<file path="src/hw/rtl/linear_probe_hash_table_core_assert.svh">
// assertion macros used by the hash table controller
`ifndef LINEAR_PROBE_HASH_TABLE_CORE_ASSERT_SVH
`define LINEAR_PROBE_HASH_TABLE_CORE_ASSERT_SVH

// antecedent in this cycle implies consequent in the same cycle
`define LPHT_ASSERT_SAME(name, clk, rst_n, ante, cons, msg) \
	name: assert property (@(posedge clk) disable iff (!(rst_n)) (ante) |-> (cons)) \
		else $error(msg);

// antecedent in this cycle implies consequent in the next cycle
`define LPHT_ASSERT_NEXT(name, clk, rst_n, ante, cons, msg) \
	name: assert property (@(posedge clk) disable iff (!(rst_n)) (ante) |=> (cons)) \
		else $error(msg);

`endif

</file>
<file path="src/hw/rtl/lpht_pkg.sv">
// types, codes and fixed widths for the linear probe hash table
package lpht_pkg;

	localparam int KEY_W      = 32;
	localparam int VAL_W      = 32;
	localparam int CFG_W      = 11;
	localparam int CFG_RESET  = 1024;
	localparam int DIV_STEP   = 4;
	localparam int DIV_CYCLES = KEY_W / DIV_STEP;
	localparam int DIV_CNT_W  = $clog2(DIV_CYCLES);

	localparam logic KIND_LOOKUP = 1'b0;
	localparam logic KIND_INSERT = 1'b1;

	typedef enum logic [2:0] {
		ST_INSERTED = 3'd0,
		ST_FOUND    = 3'd1,
		ST_NOTFOUND = 3'd2,
		ST_PRESENT  = 3'd3,
		ST_ZEROVAL  = 3'd4,
		ST_FULL     = 3'd5
	} status_t;

	typedef struct packed {
		logic             kind;
		logic [KEY_W-1:0] key;
		logic [VAL_W-1:0] value_in;
	} req_t;

	typedef struct packed {
		status_t          status;
		logic [VAL_W-1:0] value_out;
	} rsp_t;

	// controller to datapath
	typedef struct packed {
		logic    capture;
		logic    home;
		logic    advance;
		logic    clr_step;
		logic    wr_insert;
		logic    res_load;
		logic    res_found;
		status_t res_status;
		logic    out_load;
	} cmd_t;

	// datapath to controller
	typedef struct packed {
		logic div_done;
		logic empty;
		logic match;
		logic last_probe;
		logic clr_last;
		logic kind_ins;
		logic zero_val;
	} sts_t;

endpackage

</file>
<file path="src/hw/rtl/lpht_ctrl.sv">
// controller: clearing sweep, hashing, probe sequencing and result handoff
`include "linear_probe_hash_table_core_assert.svh"

module lpht_ctrl (
	input  logic           clk,
	input  logic           arst_n,
	input  logic           in_valid,
	output logic           in_ready,
	output logic           out_valid,
	input  logic           out_ready,
	input  lpht_pkg::sts_t sts,
	output lpht_pkg::cmd_t cmd
);
	import lpht_pkg::*;

	typedef enum logic [2:0] {
		S_CLEAR,
		S_IDLE,
		S_HASH,
		S_READ,
		S_CHECK,
		S_DONE
	} state_t;

	state_t state_q;
	state_t state_next;
	logic   out_valid_q;
	logic   out_free;

	assign out_free = !out_valid_q || out_ready;
	assign in_ready = (state_q == S_IDLE);

	always_comb begin
		cmd        = '0;
		cmd.res_status = ST_NOTFOUND;
		state_next = state_q;
		case (state_q)
			S_CLEAR: begin
				cmd.clr_step = 1'b1;
				if (sts.clr_last) begin
					state_next = S_IDLE;
				end
			end
			S_IDLE: begin
				if (in_valid) begin
					cmd.capture = 1'b1;
					state_next  = S_HASH;
				end
			end
			S_HASH: begin
				if (sts.div_done) begin
					cmd.home   = 1'b1;
					state_next = S_READ;
				end
			end
			S_READ: begin
				state_next = S_CHECK;
			end
			S_CHECK: begin
				if (sts.empty) begin
					cmd.res_load = 1'b1;
					state_next   = S_DONE;
					if (!sts.kind_ins) begin
						cmd.res_status = ST_NOTFOUND;
					end else if (sts.zero_val) begin
						cmd.res_status = ST_ZEROVAL;
					end else begin
						cmd.wr_insert  = 1'b1;
						cmd.res_status = ST_INSERTED;
					end
				end else if (sts.match) begin
					cmd.res_load   = 1'b1;
					cmd.res_found  = !sts.kind_ins;
					cmd.res_status = sts.kind_ins ? ST_PRESENT : ST_FOUND;
					state_next     = S_DONE;
				end else if (sts.last_probe) begin
					// every slot in use visited without a hole or a match
					cmd.res_load = 1'b1;
					state_next   = S_DONE;
					if (!sts.kind_ins) begin
						cmd.res_status = ST_NOTFOUND;
					end else if (sts.zero_val) begin
						cmd.res_status = ST_ZEROVAL;
					end else begin
						cmd.res_status = ST_FULL;
					end
				end else begin
					cmd.advance = 1'b1;
					state_next  = S_READ;
				end
			end
			S_DONE: begin
				if (out_free) begin
					cmd.out_load = 1'b1;
					state_next   = S_IDLE;
				end
			end
			default: begin
				state_next = S_IDLE;
			end
		endcase
	end

	always_ff @(posedge clk or negedge arst_n) begin
		if (!arst_n) begin
			state_q     <= S_CLEAR;
			out_valid_q <= 1'b0;
		end else begin
			state_q <= state_next;
			if (cmd.out_load) begin
				out_valid_q <= 1'b1;
			end else if (out_ready) begin
				out_valid_q <= 1'b0;
			end
		end
	end

	assign out_valid = out_valid_q;

	`LPHT_ASSERT_SAME(a_insert_only_into_hole, clk, arst_n, cmd.wr_insert, sts.empty && sts.kind_ins && !sts.zero_val, "insert write without a hole or with a zero value")
	`LPHT_ASSERT_SAME(a_no_result_while_clearing, clk, arst_n, state_q == S_CLEAR, !out_valid_q, "result offered during the clearing sweep")
	`LPHT_ASSERT_NEXT(a_divider_restarts, clk, arst_n, in_valid && in_ready, !sts.div_done, "stale home slot visible after a new transaction")
	`LPHT_ASSERT_NEXT(a_probe_bounded, clk, arst_n, state_q == S_CHECK && sts.last_probe, state_q == S_DONE, "probe continued past the last slot in use")

endmodule

</file>
<file path="config.mk">
export PLATFORM = sky130hd
export DESIGN_NAME = lpht_ctrl
export DESIGN_NICKNAME = d
export VERILOG_FILES = /design/src/hw/rtl/lpht_pkg.sv /design/src/hw/rtl/lpht_ctrl.sv
export VERILOG_INCLUDE_DIRS = /design/src /design/src/hw/rtl
export SDC_FILE = /design/constraint.sdc
export NUM_CORES = 1
export LEC_CHECK = 0
export BUFFER_PORTS_ARGS = -buffer_cell sky130_fd_sc_hd__buf_2
export CAP_MARGIN = 20
export CORE_AREA = 2 2 39 41
export CTS_CLUSTER_SIZE = 16
export DETAILED_ROUTE_END_ITERATION = 10
export DIE_AREA = 0 0 41 43
export SLEW_MARGIN = 30
export SYNTH_ARGS = -nofsm -noshare
export SYNTH_HDL_FRONTEND = slang
export SYNTH_SLANG_ARGS = --single-unit
export TNS_END_PERCENT = 10
</file>
<file path="constraint.sdc">
create_clock -name clk -period 1.25 [get_ports clk]
set_input_delay 0.1875 -clock clk [delete_from_list [all_inputs] [get_ports clk]]
set_output_delay 0.1875 -clock clk [all_outputs]
set_load 0.05 [all_outputs]
</file>
After elaboration in Yosys (flattened, before gate mapping)
Cells that the tools add are included.
{ "totals": {"regBits": 4, "latch_bits": 0, "mem_bits_rw": 0, "rom_bits": 0, "in_bits": 11, "output_inout_bits": 13, "word_cells": 55, "memories": 0} }
{ "op_classes": {"add_sub_neg": 0, "mul": 0, "div_mod_pow": 0, "n_lt_le_gt_ge": 0, "eq_ne": 9, "shifts": 0, "mux": 38, "bitwise_logic": 0, "n_reduce_logical": 6} }
{ "ops": {"columns": ["cell", "n"], "rows": [
  ["$mux W3", 13],
  ["$mux W1", 22],
  ["$pmux W3 S6", 1],
  ["$ne A2 B2 Y1 const B", 4],
  ["$eq A3 B2 Y1 const B", 2],
  ["$eq A3 B3 Y1 const B", 2],
  ["$mux W6", 1],
  ["$reduce_and A4 Y1", 1],
  ["$eq A3 B1 Y1 const B", 1],
  ["$logic_not A3 Y1", 1],
  ["$logic_not A1 Y1", 2],
  ["$mux W2", 1],
  ["$reduce_bool A2 Y1", 1],
  ["$logic_or A1 B1 Y1", 1]
]} }

Depth between registers and ports, before layout
{ "depth": {"depth_word": 6, "mapped_depth": 4, "ltp_nobuf": 3} }

Least setup slack after synthesis
OpenSTA, ideal clock, no wires.
{ "synth_path": {"kind": "reg-to-output", "from": "register state_q[1]", "to": "output port cmd[4] (netlist bit)", "t_arrival_ps": 2338, "required_ps": 1062, "path_slack_ps": -1276, "stages_incl_launch_ff": 5, "path_buffers": 1, "cell_sequence": "dfrtp_1 > buf_2 > nor2_2 > nand2_1 > nor4b_1"} }
{ "synth_rtl": {"columns": ["element", "line", "source"], "rows": [
  ["start, declared", "lpht_ctrl.sv:25", "state_t state_q;"],
  ["start signal, assigned", "lpht_ctrl.sv:109", "state_q <= state_next;"],
  ["end, declared", "lpht_ctrl.sv:12", "output lpht_pkg::cmd_t cmd"]
]} }

==> results.toml <==
[route]
first_iter_violations = 3
drt_first_pass_iters = 4
ant_nets = 0
vias_per_cell = 4.72
wl_per_cell_um = 12.0
wirelength_um = 1190
via_count = 467
drc = 0

[yosys]
synth-simple-area-share = 0.436
synth.mux.area_fraction = 0.0567
avgSynthCellArea_um2 = 8.40
syn_inst = 42
synth-compound-area-share = 0.163
synthesis.nets = 53
ys_ff_latch = 4
synth_fa_ha_area_frac = 0
ys_types = 27
synth_area_um2 = 353
synth_xor_area_frac = 0
synth_top_family_by_area = "simple AND/OR/NAND/NOR gates"
ys_warn_count = 0
synth_seq_area_share = 0.284

[power_and_ir_drop]
clkPwrFrac = 0.089
p_switching_uw = 867
p_per_area_mw_per_mm2 = 2220
swShare = 0.485
pwr-share-seq = 0.148
power_leakage_uw = 0.000403
intPower_uw = 919
ir_drop_v = 0.000882
p_comb_frac = 0.762

[placed_design]
dp.cells = 91
post-dp-hpwl_um = 806
dpl_worst_slack_ns = -0.141
dpl_cell_area_um2 = 636
routabilityCongestion = 0.690
port_buffers = 23

[layout]
layout-drive-gt1-share = 0.723
fillers = 126
nNetsFinal = 96
fin_util = 0.580
instances_no_fill = 99
regArea_um2 = 101
synthToLayoutAreaGrowth_pct = 128
diodes = 0
multi_input_area_um2 = 323
fin_area_um2 = 803

[setup_path]
path_class = "reg2out"
r2r_end = "state_q[1]"
rr_startpoint = "state_q[0]"
critPathLaunch = "state_q[1]"
worstSetupEndpointType = "primary output"
cp_max_fo = 3
startpoint_type = "register"
cp.arrival_ns = 1.32
endpoint = "cmd[6]"
reg2regPathDepth = 6
reg2reg_setup_slack_ns = -0.17
cp.required_ns = 1.06

[global_route]
grt_pass1_wl_um = 1900
grtUsageMet3 = 0.0419
grt_max_degree = 9
gr-total-overflow = 0
grt_antenna_before_repair = 0
grtUsageMet2 = 0.281
first_global_vias = 487
grt.total_usage = 0.162
grtUsageMet1 = 0.155
grt_busiest_layer = "met2"

[timing]
layout_setup_ws_ns = -0.254
final_hold_viol_count = 0
rsz0062_at_grt = "yes"
max_freq_ghz = 0.665
fin_crit_sh = 1.20
maxSlewHeadroom = 0.781
worst_pin_slew_ns = 0.325
slew_viol_final = 0
totalNegativeSetupSlack_ns = -2.60
post-route-min-period_ns = 1.50
setup_viol = 13
fin_skew_ns = 0.00116

[status]
status = "complete, but fails checks"
failed_checks = "setup timing"

[floorplanning]
die_h_um = 43
coreArea_mm2 = 0.00138
boundaryPins = 24
dieArea_mm2 = 0.00176
placementRows = 14
start_util = 0.255
die_w_um = 41

[run]
cap_violations = 0

[cts]
cts_tree = "built"
cts.reportedPaths.clkPinSlew_ns = 0.04
cts_max_level = 1
clkLatencyLatePin_ns = 0.23
cts_buffers = 3
cts_buffer_depth = 2
root_buffer = "clkbuf_4"
clock_sinks = 4

[min_path]
worstHoldPathType = "in2reg"
[worst min path at each step]
stage / start / to / slack (ns) / depth (start not counted)
floorplan: arst_n / out_valid / -0.11 / 0
global placement: arst_n / state_q[1] / -0.003 / 1
detailed placement: arst_n / state_q[1] / -0.004 / 1
CTS: out_ready / out_valid / 0.18 / 2
global route: out_ready / out_valid / 0.19 / 2
finish: out_ready / out_valid / 0.18 / 2
[Yosys cell counts]
cell type / count / area, um^2
o21ai_0: 5 / 25.0
dfrtp_1: 4 / 100
inv_1: 3 / 11.3
a21oi_1: 2 / 10.0
mux2i_1: 2 / 20.0
nor2_1: 2 / 7.51
nor2b_1: 2 / 12.5
nor3_1: 2 / 10.0
nor3b_1: 2 / 15.0
a211o_1: 1 / 8.76
a31oi_1: 1 / 6.26
and2_1: 1 / 6.26
and2_4: 1 / 8.76
and2b_4: 1 / 10.0
and3_1: 1 / 6.26
and3b_2: 1 / 10.0
and4_1: 1 / 8.76
buf_2: 1 / 5.00
clkbuf_2: 1 / 5.00
nand2_1: 1 / 3.75
nand3b_1: 1 / 7.51
nor2_2: 1 / 6.26
nor3_2: 1 / 10.0
nor3b_2: 1 / 12.5
nor4b_1: 1 / 8.76
nor4bb_1: 1 / 10.0
o21a_1: 1 / 7.51
[metrics by stage]
stage / total power (uW) / hold WS (ns)
4_1_cts: 1710 / 0.182
2_1_floorplan: 1010 / -0.108
6_report: 1790 / 0.184
5_1_grt: 1900 / 0.194
3_5_place_dp: 1340 / -0.00397
3_3_place_gp: 1330 / -0.00293
[sequential cells by signal (all words and copies together), names as in the netlist]
| signal | cells |
|---|---|
| out_valid | 1 |
| state_q | 3 |
[repair_timing]
action / 4_1_cts / 5_1_grt
endpoints found under the setup margin: 13 / 14
cloned: 0 / 0
resized for setup: 29 / 4
pin swaps: 9 / 0
hold endpoints to repair: 4 / 0
hold buffers: 1 / 0
setup buffers: 3 / 1
[area by class of cell]
type                    instances  share of cell area
well taps                      16              0.0249
multi-input cells              33               0.402
repair buffers                 40               0.405
inverters                       3              0.0140
flip-flops and latches          4               0.126
clock buffers                   3              0.0280
[metal layers]
metal,vias to the layer above,wire [um],share of wire
li1,234,-,-
met1,210,426,0.36
met2,23,684,0.58
met3,0,77,0.065
met4,0,0,0
met5,-,0,0
[power groups by stage]
stage / combinational, uW / clock [uW] / sequential [uW]
finish: 1360 / 160 / 265
global route: 1450 / 168 / 275
CTS: 1280 / 165 / 265
detailed placement: 1080 / 0 / 263
global placement: 1070 / 0 / 259
floorplan: 686 / 0 / 322
[kinds of logic after synthesis]
logic type             Yosys count
and+or+nand+nor                 21
AOI/OAI and AO/OA               10
buffers and inverters            5
DFF                              4
muxes                            2
[worst max-delay path: stages (launching register included)]
cell	delay [ns]
dfrtp_1	0.40
nor2_4	0.16
and2_4	0.16
and4_1	0.21
buf_6	0.16
[placed cells by master, fill, tap and decap left out, types with 2 or more instances in the layout]
cell / instances
o21ai_0: 3
o21ai_2: 2
inv_1: 3
buf_2: 12
nor3_4: 2
mux2i_1: 2
dfrtp_1: 3
nor3b_4: 2
nor2_4: 2
buf_6: 12
clkbuf_4: 3
buf_4: 14
and2_4: 2
Power figures use the tool's default switching activity.
